$ cat config.mk
export PLATFORM = sky130hd
export DESIGN_NAME = tba_ctrl
export DESIGN_NICKNAME = d
export VERILOG_FILES = /design/src/rtl/core/tba_pkg.sv /design/src/rtl/core/tba_ctrl.sv
export SDC_FILE = /design/constraint.sdc
export NUM_CORES = 1
export LEC_CHECK = 0
export BUFFER_PORTS_ARGS = -buffer_cell sky130_fd_sc_hd__buf_4
export CORE_AREA = 2 2 40 42
export CTS_BUF_LIST = sky130_fd_sc_hd__clkbuf_4
export CTS_CLUSTER_DIAMETER = 100
export DETAILED_ROUTE_END_ITERATION = 10
export DIE_AREA = 0 0 42 44
export GPL_TIMING_DRIVEN = 0
export PLACE_DENSITY = 0.75
export SKIP_CTS_REPAIR_TIMING = 1
export SYNTH_ARGS = -nofsm -noshare
export SYNTH_HDL_FRONTEND = slang
export SYNTH_SLANG_ARGS = --single-unit
$ cat constraint.sdc
create_clock -name clock -period 2 [get_ports clock]
set_clock_uncertainty 0.15 [all_clocks]
set_input_delay 0.2 -clock clock [delete_from_list [all_inputs] [get_ports clock]]
set_output_delay 0.2 -clock clock [all_outputs]
set_load 0.005 [all_outputs]
$ cat src/rtl/core/tba_pkg.sv
// ---------------------------------------------------------------------------
// tba_pkg
// Shared payload types, codes and controller/datapath interface structs for
// the trace record time bucket aggregator.
// ---------------------------------------------------------------------------
package tba_pkg;

   typedef struct packed {
      logic [2:0]  action;
      logic [31:0] kernel_id;
      logic [9:0]  sm_id;
      logic [63:0] time_start;
      logic [63:0] time_end;
      logic [63:0] drop_amount;
      logic [7:0]  read_row;
      logic [9:0]  read_column;
   } req_type;

   typedef struct packed {
      logic [63:0] read_value;
      logic [2:0]  status;
   } rsp_type;

   localparam logic [2:0] ACT_REGISTER = 3'd0;
   localparam logic [2:0] ACT_RECORD   = 3'd1;
   localparam logic [2:0] ACT_DROP     = 3'd2;
   localparam logic [2:0] ACT_RD_HEAT  = 3'd3;
   localparam logic [2:0] ACT_RD_KBKT  = 3'd4;
   localparam logic [2:0] ACT_RD_KTOT  = 3'd5;
   localparam logic [2:0] ACT_RD_KID   = 3'd6;
   localparam logic [2:0] ACT_RD_CNT   = 3'd7;

   localparam logic [2:0] ST_OK       = 3'd0;
   localparam logic [2:0] ST_FULL     = 3'd1;
   localparam logic [2:0] ST_SM_RANGE = 3'd2;
   localparam logic [2:0] ST_UNKNOWN  = 3'd3;
   localparam logic [2:0] ST_INDEX    = 3'd4;

   localparam logic [9:0] CNT_KERNELS = 10'd0;
   localparam logic [9:0] CNT_RECORDS = 10'd1;
   localparam logic [9:0] CNT_DROPS   = 10'd2;

   localparam logic [7:0] CFG_START_TIME   = 8'd0;
   localparam logic [7:0] CFG_BUCKET_WIDTH = 8'd1;

   localparam logic [31:0] MIX_C1 = 32'h85ebca6b;
   localparam logic [31:0] MIX_C2 = 32'hc2b2ae35;

   typedef struct packed {
      logic capture;
      logic clr_step;
      logic mix1;
      logic mix2;
      logic probe_start;
      logic slot_rd;
      logic kid_rd;
      logic probe_next;
      logic insert;
      logic row_hit;
      logic row_miss;
      logic div_start;
      logic div_step;
      logic rmw_rd;
      logic rmw_wr;
      logic rd_issue;
      logic drop_add;
      logic rsp_load;
   } tba_cmd_type;

   typedef struct packed {
      logic [2:0] action;
      logic       idx_bad;
      logic       div_last;
      logic       slot_empty;
      logic       kid_match;
      logic       probe_last;
      logic       count_full;
      logic       rsp_free;
      logic       clr_last;
   } tba_stat_type;

endpackage

$ cat src/rtl/core/tba_ctrl.sv
// ---------------------------------------------------------------------------
// tba_ctrl
// Sequencer: clearing pass, dispatch, bucket division, hash probe walk,
// read-modify-write of the stores and result hand-off.
// ---------------------------------------------------------------------------
module tba_ctrl
   import tba_pkg::*;
(
   input  logic         clock,
   input  logic         reset,
   input  logic         req_valid,
   output logic         req_ready,
   input  tba_stat_type stat,
   output tba_cmd_type  cmd
);
   localparam logic [3:0] S_CLEAR    = 4'd0;
   localparam logic [3:0] S_IDLE     = 4'd1;
   localparam logic [3:0] S_DISPATCH = 4'd2;
   localparam logic [3:0] S_DIV      = 4'd3;
   localparam logic [3:0] S_MIX2     = 4'd4;
   localparam logic [3:0] S_MIX3     = 4'd5;
   localparam logic [3:0] S_SLOT     = 4'd6;
   localparam logic [3:0] S_CHK      = 4'd7;
   localparam logic [3:0] S_CMP      = 4'd8;
   localparam logic [3:0] S_RMWRD    = 4'd9;
   localparam logic [3:0] S_RMWWR    = 4'd10;
   localparam logic [3:0] S_RDWAIT   = 4'd11;
   localparam logic [3:0] S_DONE     = 4'd12;

   logic [3:0] state_ff, state_in;

   always_comb begin
      state_in  = state_ff;
      cmd       = '0;
      req_ready = 1'b0;
      case (state_ff)
         S_CLEAR: begin
            cmd.clr_step = 1'b1;
            if (stat.clr_last) state_in = S_IDLE;
         end
         S_IDLE: begin
            req_ready = 1'b1;
            if (req_valid) begin
               cmd.capture = 1'b1;
               state_in    = S_DISPATCH;
            end
         end
         S_DISPATCH: begin
            case (stat.action)
               ACT_REGISTER: begin
                  cmd.mix1 = 1'b1;
                  state_in = S_MIX2;
               end
               ACT_RECORD: begin
                  cmd.div_start = 1'b1;
                  state_in      = S_DIV;
               end
               ACT_DROP: begin
                  cmd.drop_add = 1'b1;
                  state_in     = S_DONE;
               end
               ACT_RD_CNT: state_in = S_DONE;
               default: begin
                  if (stat.idx_bad) begin
                     state_in = S_DONE;
                  end else begin
                     cmd.rd_issue = 1'b1;
                     state_in     = S_RDWAIT;
                  end
               end
            endcase
         end
         S_DIV: begin
            cmd.div_step = 1'b1;
            if (stat.div_last) begin
               cmd.mix1 = 1'b1;
               state_in = S_MIX2;
            end
         end
         S_MIX2: begin
            cmd.mix2 = 1'b1;
            state_in = S_MIX3;
         end
         S_MIX3: begin
            cmd.probe_start = 1'b1;
            state_in        = S_SLOT;
         end
         S_SLOT: begin
            cmd.slot_rd = 1'b1;
            state_in    = S_CHK;
         end
         S_CHK: begin
            if (stat.slot_empty) begin
               if (stat.action == ACT_REGISTER) begin
                  if (stat.count_full) cmd.row_miss = 1'b1;
                  else cmd.insert = 1'b1;
                  state_in = S_DONE;
               end else begin
                  cmd.row_miss = 1'b1;
                  state_in     = S_RMWRD;
               end
            end else begin
               cmd.kid_rd = 1'b1;
               state_in   = S_CMP;
            end
         end
         S_CMP: begin
            if (stat.kid_match || stat.probe_last) begin
               if (stat.kid_match) cmd.row_hit = 1'b1;
               else cmd.row_miss = 1'b1;
               state_in = (stat.action == ACT_REGISTER) ? S_DONE : S_RMWRD;
            end else begin
               cmd.probe_next = 1'b1;
               state_in       = S_SLOT;
            end
         end
         S_RMWRD: begin
            cmd.rmw_rd = 1'b1;
            state_in   = S_RMWWR;
         end
         S_RMWWR: begin
            cmd.rmw_wr = 1'b1;
            state_in   = S_DONE;
         end
         S_RDWAIT: state_in = S_DONE;
         S_DONE: begin
            if (stat.rsp_free) begin
               cmd.rsp_load = 1'b1;
               state_in     = S_IDLE;
            end
         end
         default: state_in = S_CLEAR;
      endcase
   end

   always_ff @(posedge clock) begin
      if (reset) state_ff <= S_CLEAR;
      else state_ff <= state_in;
   end

   a_accept_dispatch: assert property (@(posedge clock) disable iff (reset)
      (req_valid && req_ready) |=> (state_ff == S_DISPATCH))
      else $error("accepted beat did not move to dispatch");
   a_load_free: assert property (@(posedge clock) disable iff (reset)
      cmd.rsp_load |-> stat.rsp_free)
      else $error("result loaded over an untaken result");
   a_one_writer: assert property (@(posedge clock) disable iff (reset)
      $onehot0({cmd.clr_step, cmd.insert, cmd.rmw_wr}))
      else $error("two store writers in one cycle");
endmodule

* Yosys cells after proc, flatten, opt, wreduce, memory -nomap -nowiden *
Index checks and enable logic that the tools add are counted.

storage, ports and cells
  bits in registers = 4
  bits of input ports = 14
  output and inout bits = 19
  logic and storage cells = 74

cells by class
  reductions and logical operators = 7
  eq/ne operators = 19
  multiplexer cells = 47

operators with widths
  operator              count
  $pmux W4 S12          1
  $mux W1               33
  $eq A4 B4 Y1 const B  5
  $mux W4               5
  $eq A4 B3 Y1 const B  4
  $pmux W4 S3           1
  $mux W3               3
  $eq A4 B2 Y1 const B  2
  $ne A2 B2 Y1 const B  4
  $eq A4 B1 Y1 const B  1
  $logic_not A4 Y1      1
  $mux W2               2
  $pmux W1 S2           2
  $reduce_and A4 Y1     1
  $reduce_or A2 Y1      2
  $reduce_or A4 Y1      1
  $eq A3 B1 Y1 const B  1
  $eq A3 B2 Y1 const B  1
  $eq A3 B3 Y1 const B  1
  $logic_not A3 Y1      1
  $logic_or A1 B1 Y1    1

* Logic depth before layout (Yosys ltp) *
Gate-level depths: netlist (run 1).

  depth after elaboration = 4
  mapped depth = 5
  gate-level depth less buffers = 4

* Least setup slack after synthesis (run 1) *
Ideal clock, no wire load.

  path kind = register -> register
  from = register state_ff[3]
  to = register state_ff[2]
  buffers on the path = 1
  library setup time = 0.086 ns
  period minus slack after synthesis = 1.575 ns
  setup slack = 0.425 ns
  data required time = 1.764 ns
  stages on the path, launching flop included = 5
  arrival time = 1.339 ns
  cell sequence = dfxtp_1 > buf_6 > or4b_4 > o22a_1 > a221oi_2

on the way
  longest elaborated chain between the ends = 3
  elaborated cells on any way between the ends = 20
  those cells by class = eq/ne (16); mux (1); reduce/logical (3)

RTL lines
  item                                                        RTL line         RTL
  from (decl)                                                 tba_ctrl.sv:30   logic [3:0] state_ff, state_in;
  from (signal assigned)                                      tba_ctrl.sv:138  else state_ff <= state_in;
  $eq A4 B4 Y1, or another cell as far along                  tba_ctrl.sv:36   case (state_ff)
  $reduce_or A2 Y1 (no line) or $ne A2 B2 Y1 (tied branches)  --
  $pmux W4 S12 or $reduce_and A4 Y1 (tied branches)           --

Parallel ways exist; a longest one is shown, timed or not.
A chain may end at the register's enable or synchronous reset.

==> metrics.md, run 1 <==
| Metric | Value |
|---|---|
| DIE HEIGHT | 44 µm |
| Share of layout cells above drive strength 1 | 0.411 |
| R2R depth | 4 |
| Slew @ Worst Pin | 456 ps |
| PD cells | 460 mW/mm² |
| Placer Congestion | 0.914 |
| Post-DRT Antenna Nets | 0 |
| Final Critical Period | 1910 ps |
| Fill count | 148 |
| Clock root cell | clkbuf_4 |
| Crit share post-route | 0.957 |
| Layout area overhead | 48.2% |
| Simple-Gate Fraction of Synth Area | 0.424 |
| R2R Setup Slk | 280 ps |
| Status | finished clean |
| Avg Vias per Cell | 5.88 |
| Regs by FF count | state_ff x4 |
| Worst r2r dst | state_ff[2]$_SDFFE_PP0P_ |
| Max incr delay on CP | 500 ps |
| Vias | 823 |
| First-pass GRT wire length | 3240 µm |
| Syn avg cell area | 6.79 µm² |
| Slowest-stage cell, CP | or4b_4 |
| Core Area | 0.00142 mm² |
| Top_reg_cell synth | dfxtp_1 |
| Setup Crit Path Kind | flip-flop to output pin |
| Critical path, cell by cell | buf_6 -> or4b_4 -> o32ai_2 -> buf_4 |
| CTS tree | done |
| Number of library cell types mapped by synthesis | 41 |
| Setup Viol. Count Final | 0 |
| Worst hold slack | 18.5 ps |
| Final nets | 140 |
| I/O Pins | 33 |
| Hold crit path type | primary input to flip-flop |
| H-tree levels | 1 |
| Worst path depth | 4 |
| PortBufs | 32 |
| Drt total wl | 1970 µm |
| Longest Clk Path Bufs | 2 |
| Start of the worst register-to-register path | state_ff[1]$_SDFFE_PP0P_ |
| DR pass1 iterations | 4 |
| Largest net degree at the start of global routing | 11 |
| Worst Path Buf+Inv | 2 |
| Utilization after layout | 0.631 |
| Largest family of logic cells by synthesized area | simple AND/OR/NAND/NOR gates |
| Worst setup path endpoint | cmd[7] |
| Delay-heaviest family, CP | simple AND/OR/NAND/NOR gates |
| MaxCap Viol Count | 0 |
| CTS clk-pin slew, worst paths | 40 ps |
| Initial Util | 0.426 |
| Top-count cell post-synth | nor2_1 |
| DP Cell Count | 137 |
| Crit end category | output pin |
| CP required | 1650 ps |
| DP HPWL | 1550 µm |
| Syn Inst Count | 89 |
| Multiplexer share of the synthesized area | 0.0166 |
| Compound-cell area share of the yosys netlist | 0.306 |
| Non-Filler Instances | 140 |
| Mapped Area | 604 µm² |
| Max reg flops | 4 |
| DRC | 0 |
| #FFs+latches synth | 4 |
| Top reg by flops | state_ff |
| Fmax | 523 MHz |
| Crit path from | state_ff[3]$_SDFFE_PP0P_ |
| Max VDD drop | 0.308 mV |
| Adder-Cell Fraction of Synth Area | 0 |
| Number of enable flip-flop cells after synthesis | 0 |
| Clock Latency Late Sink | 230 ps |
| Share of the synthesized area in the top cell type | 0.133 |
| Wire length per cell | 14.1 µm |
| Std-Cell Rows | 14 |
| Die area | 0.00185 mm² |
| Multi-input combinational cell area | 468 µm² |
| Async set-reset flop share out of synthesis | 0 |
| Syn_nets | 103 |
| Slew margin rel. | 0.696 |
| Top cells by area, synth | dfxtp_1 (13%), nor2_1 (12%), nor3_1 (7.5%) |
| Crit Path Max Fanout | 10 |
| Storage cell area | 81.3 µm² |
| Initial antenna violation count | 0 |
| Static leakage | 0.410 nW |
| Sequential share of the synthesized area | 0.133 |
| Initial DRC count | 26 |
| Final Hold Viols | 0 |
| Yosys top cell by area | dfxtp_1 |
| Die width | 42 µm |
| Crit path launch type | flip-flop |
| N_diodes | 0 |
| Number of warnings issued by yosys | 0 |
| CTS Buf Count | 3 |
| Clk sinks | 4 |
| Global route overflow | 0 |
| Vias in the first global route | 763 |
| Synth Area in XOR/XNOR | 0.0145 |
| Total track usage | 0.224 |
| Arr. time, crit path | 1560 ps |
| Final Slew Violations | 0 |
| Synth top cells by count | nor2_1 (19), nor3_1 (9), inv_1 (7) |
==> per-layer routing <==
| metal | part of all wire | track usage | vias to the layer above |
|---|---|---|---|
| li1 | - | - | 400 |
| met1 | 0.41 | 0.269 | 379 |
| met2 | 0.51 | 0.419 | 40 |
| met3 | 0.067 | 0.0208 | 4 |
| met4 | 0.013 | 0.0710 | 0 |
| met5 | 0 | 0 | - |
==> layout make-up <==
cell class,instances,area share
timing repair buffer,32,0.268
buffer,5,0.0377
tap,16,0.0223
sequential,4,0.0908
inverter,8,0.0335
clock buffer,3,0.0251
multi-input combinational,72,0.522
==> cell families (layout without fill, tap and decap cells) <==
| family | after synthesis | after routing |
|---|---|---|
| compound gates | 22 | 22 |
| xor+xnor | 1 | 1 |
| flops | 4 | 4 |
| mux | 1 | 1 |
| buf+inv | 13 | 48 |
| simple gates | 48 | 48 |
==> where the power goes <==
part / leakage, nW / switching (mW) / total (mW) / internal, mW
logic: 0.364 / 0.119 / 0.216 / 0.0980
clock network: 0.0138 / 0.0299 / 0.0968 / 0.0669
registers: 0.0331 / 0.0110 / 0.0989 / 0.0880
total: 0.410 / 0.159 / 0.412 / 0.253
==> worst register-to-register path, stage by stage (launching register included) <==
cell and delay, ps:
dfxtp_1 310, buf_2 180, nand2b_1 240, or3_2 500, a221oi_2 260
==> cell usage in the layout, fill, tap and decap left out, types with 2 or more instances in the layout <==
master / instances
nor2_1: 19
buf_4: 33
nor3_1: 9
dfxtp_1: 3
nand2_1: 4
clkbuf_4: 3
inv_1: 7
nand2b_1: 3
and3_1: 3
buf_2: 3
a22oi_1: 2
o32ai_1: 3
==> stage by stage <==
stage	total power [mW]	area, µm²	setup WS [ps]	setup TNS [ps]
global route	0.441	896	-3.98	-3.98
finish	0.412	896	86.4	0
CTS	0.410	887	1.97	0
global placement	0.312	865	294	0
detailed placement	0.313	865	272	0
floorplan	0.227	604	425	0
==> worst min path at each step <==
stage,start,to,cells past startpoint
6_report,reset,state_ff[3]$_SDFFE_PP0P_,2
5_1_grt,reset,state_ff[3]$_SDFFE_PP0P_,2
4_1_cts,reset,state_ff[0]$_SDFFE_PP0P_,2
3_5_place_dp,reset,state_ff[2]$_SDFFE_PP0P_,2
3_3_place_gp,reset,state_ff[2]$_SDFFE_PP0P_,2
2_1_floorplan,reset,state_ff[2]$_SDFFE_PP0P_,1
Power figures use the tool's default switching activity.
==> inputs of run 2 (changes only) <==
--- a/config.mk
+++ b/config.mk
@@ -12,7 +12,7 @@
 export DETAILED_ROUTE_END_ITERATION = 10
 export DIE_AREA = 0 0 42 44
 export GPL_TIMING_DRIVEN = 0
-export PLACE_DENSITY = 0.75
+export PLACE_DENSITY_LB_ADDON = 0.3
 export SKIP_CTS_REPAIR_TIMING = 1
 export SYNTH_ARGS = -nofsm -noshare
 export SYNTH_HDL_FRONTEND = slang
==> run 2 against run 1 <==
Compared with the run above:
- sequential share of layout area shrank 0.30 points
- cell area grew 1.8%
- critical endpoint unchanged
- worst setup slack lost 43 ps
- clock-buffer cell count is the same
- via count shrank 2.3%
==> metrics.md, run 2 (synthesized netlist as in run 1, its figures left out) <==
| Metric | Value |
|---|---|
| Initial antenna violation count | 0 (unchanged) |
| CTS tree | done (unchanged) |
| Avg Vias per Cell | 5.66 (was 5.88) |
| CTS clk-pin slew, worst paths | 40 ps (about the same) |
| Global route overflow | 0 (unchanged) |
| Largest net degree at the start of global routing | 11 (unchanged) |
| First-pass GRT wire length | 2980 µm (was 3240 µm) |
| Longest Clk Path Bufs | 2 (unchanged) |
| Crit end category | output pin (unchanged) |
| Switching part of the total power | 0.394 (was 0.387) |
| Slew margin rel. | 0.694 (was 0.696) |
| Core Area | 0.00142 mm² (unchanged) |
| Regs by FF count | state_ff x4 (unchanged) |
| Setup Viol. Count Final | 0 (unchanged) |
| Worst r2r dst | state_ff[2]$_SDFFE_PP0P_ (unchanged) |
| Clk sinks | 4 (unchanged) |
| Status | finished clean (unchanged) |
| PD cells | 462 mW/mm² (was 460 mW/mm²) |
| N_diodes | 0 (unchanged) |
| Drt total wl | 1950 µm (was 1970 µm) |
| Net Sw Power | 0.166 mW (was 0.159 mW) |
| Vias in the first global route | 716 (was 763) |
| Slew @ Worst Pin | 459 ps (was 456 ps) |
| Start of the worst register-to-register path | state_ff[3]$_SDFFE_PP0P_ (was state_ff[1]$_SDFFE_PP0P_) |
| DRC | 0 (unchanged) |
| CP required | 1650 ps (about the same) |
| Final Power | 0.421 mW (was 0.412 mW) |
| DP HPWL | 1490 µm (was 1550 µm) |
| Clock root cell | clkbuf_4 (unchanged) |
| Int Pwr | 0.255 mW (was 0.253 mW) |
| Clock share of power | 0.252 (was 0.235) |
| Placer Congestion | 0.851 (was 0.914) |
| Commonest non-fill, non-tap cell in the layout | buf_4 (unchanged) |
| Arr. time, crit path | 1610 ps (was 1560 ps) |
| Worst path depth | 4 (unchanged) |
| Vias | 804 (was 823) |
| R2R depth | 5 (was 4) |
| Final Slew Violations | 0 (unchanged) |
| Final instance area | 912 µm² (was 896 µm²) |
| Worst Path Buf+Inv | 2 (unchanged) |
| PortBufs | 32 (unchanged) |
| Worst Hold End | state_ff[1]$_SDFFE_PP0P_ (was state_ff[3]$_SDFFE_PP0P_) |
| Slowest-stage cell, CP | or4b_4 (unchanged) |
| Critical path, cell by cell | buf_6 -> or4b_4 -> o32ai_2 -> buf_4 (unchanged) |
| Die width | 42 µm (unchanged) |
| Delay-heaviest family, CP | simple AND/OR/NAND/NOR gates (unchanged) |
| I/O Pins | 33 (unchanged) |
| Top reg by flops | state_ff (unchanged) |
| Die area | 0.00185 mm² (unchanged) |
| CTS Buf Count | 3 (unchanged) |
| Crit Path Max Fanout | 10 (unchanged) |
| Crit share post-route | 0.979 (was 0.957) |
| Final nets | 142 (was 140) |
| Final Hold Viols | 0 (unchanged) |
| Layout area overhead | 50.9% (was 48.2%) |
| DR pass1 iterations | 4 (unchanged) |
| Max incr delay on CP | 500 ps (about the same) |
| Crit path launch type | flip-flop (unchanged) |
| Wire length per cell | 13.7 µm (was 14.1 µm) |
| Clock Latency Late Sink | 250 ps (was 230 ps) |
| Std-Cell Rows | 14 (unchanged) |
| Share of layout cells above drive strength 1 | 0.405 (was 0.411) |
| Worst slack, placed | 260 ps (was 272 ps) |
| Final WS setup | 43.0 ps (was 86.4 ps) |
| Hold crit path type | primary input to flip-flop (unchanged) |
| Post-DRT Antenna Nets | 0 (unchanged) |
| WHS Path Cells | 3 (was 2) |
| Initial Util | 0.426 (unchanged) |
| Max VDD drop | 0.314 mV (was 0.308 mV) |
| Most frequent cells in the layout | buf_4 (34), nor2_1 (19), nor3_1 (9) (was buf_4 (33), nor2_1 (19), nor3_1 (9)) |
| Initial DRC count | 26 (unchanged) |
| Final Critical Period | 1960 ps (was 1910 ps) |
| MaxCap Viol Count | 0 (unchanged) |
| Fmax | 511 MHz (was 523 MHz) |
| HP Start | stat[6] (was reset) |
| Dpl cell area | 865 µm² (unchanged) |
| Total track usage | 0.209 (was 0.224) |
| DIE HEIGHT | 44 µm (unchanged) |
| R2R Setup Slk | 170 ps (was 280 ps) |
| Static leakage | 0.418 nW (was 0.410 nW) |
| Comb power frac | 0.515 (was 0.525) |
| H-tree levels | 1 (unchanged) |
| Reg power frac | 0.233 (was 0.240) |
| Max reg flops | 4 (unchanged) |
| Setup Crit Path Kind | flip-flop to output pin (unchanged) |
run 2: stage by stage:
step	hold slack, ps	cells	util	TNS [ps]
2_1_floorplan	116	89	-	0
3_3_place_gp	246	137	0.609	0
3_5_place_dp	248	137	0.609	0
4_1_cts	-9.53	140	0.625	-1.54
5_1_grt	131	142	0.643	-12.0
6_report	122	142	0.643	0
run 2: how the worst max path moves through the flow:
stage,slack [ps],start,to
2_1_floorplan,430,state_ff[3]$_SDFFE_PP0P_,state_ff[2]$_SDFFE_PP0P_
3_3_place_gp,290,state_ff[3]$_SDFFE_PP0P_,cmd[7]
6_report,40,state_ff[3]$_SDFFE_PP0P_,cmd[7]
3_5_place_dp,260,state_ff[3]$_SDFFE_PP0P_,cmd[7]
4_1_cts,-2,state_ff[3]$_SDFFE_PP0P_,cmd[7]
5_1_grt,-10,state_ff[3]$_SDFFE_PP0P_,cmd[7]
run 2: power by group through the flow:
| stage | Sequential, mW | Combinational [mW] | Clock (mW) |
|---|---|---|---|
| final | 0.0980 | 0.217 | 0.106 |
| after global routing | 0.0985 | 0.241 | 0.110 |
| after CTS | 0.0979 | 0.213 | 0.107 |
| after detailed placement | 0.0992 | 0.212 | 0 |
| after global placement | 0.0982 | 0.212 | 0 |
| after floorplan | 0.0966 | 0.130 | 0 |
run 2: worst register-to-register path, delay by kind of cell (launching register included):
family / cells / cell delay (ps)
and+or+nand+nor: 1 / 500
AOI/OAI and AO/OA: 2 / 440
DFF: 1 / 350
buffers and inverters: 2 / 310
run 2: layout make-up:
cell class	count	area (µm²)
well taps	16	20.0
fillers	135	507
multi-input cells	72	468
repair buffers	34	258
clock buffers	3	22.5
inverters	8	30.0
flip-flops and latches	4	80.1
plain buffers	5	33.8
run 2: layer usage:
metal	share of wire	track usage	vias up
li1	-	-	408
met1	0.42	0.242	357
met2	0.49	0.391	34
met3	0.074	0.0292	5
met4	0.016	0.0774	0
met5	0	0	-
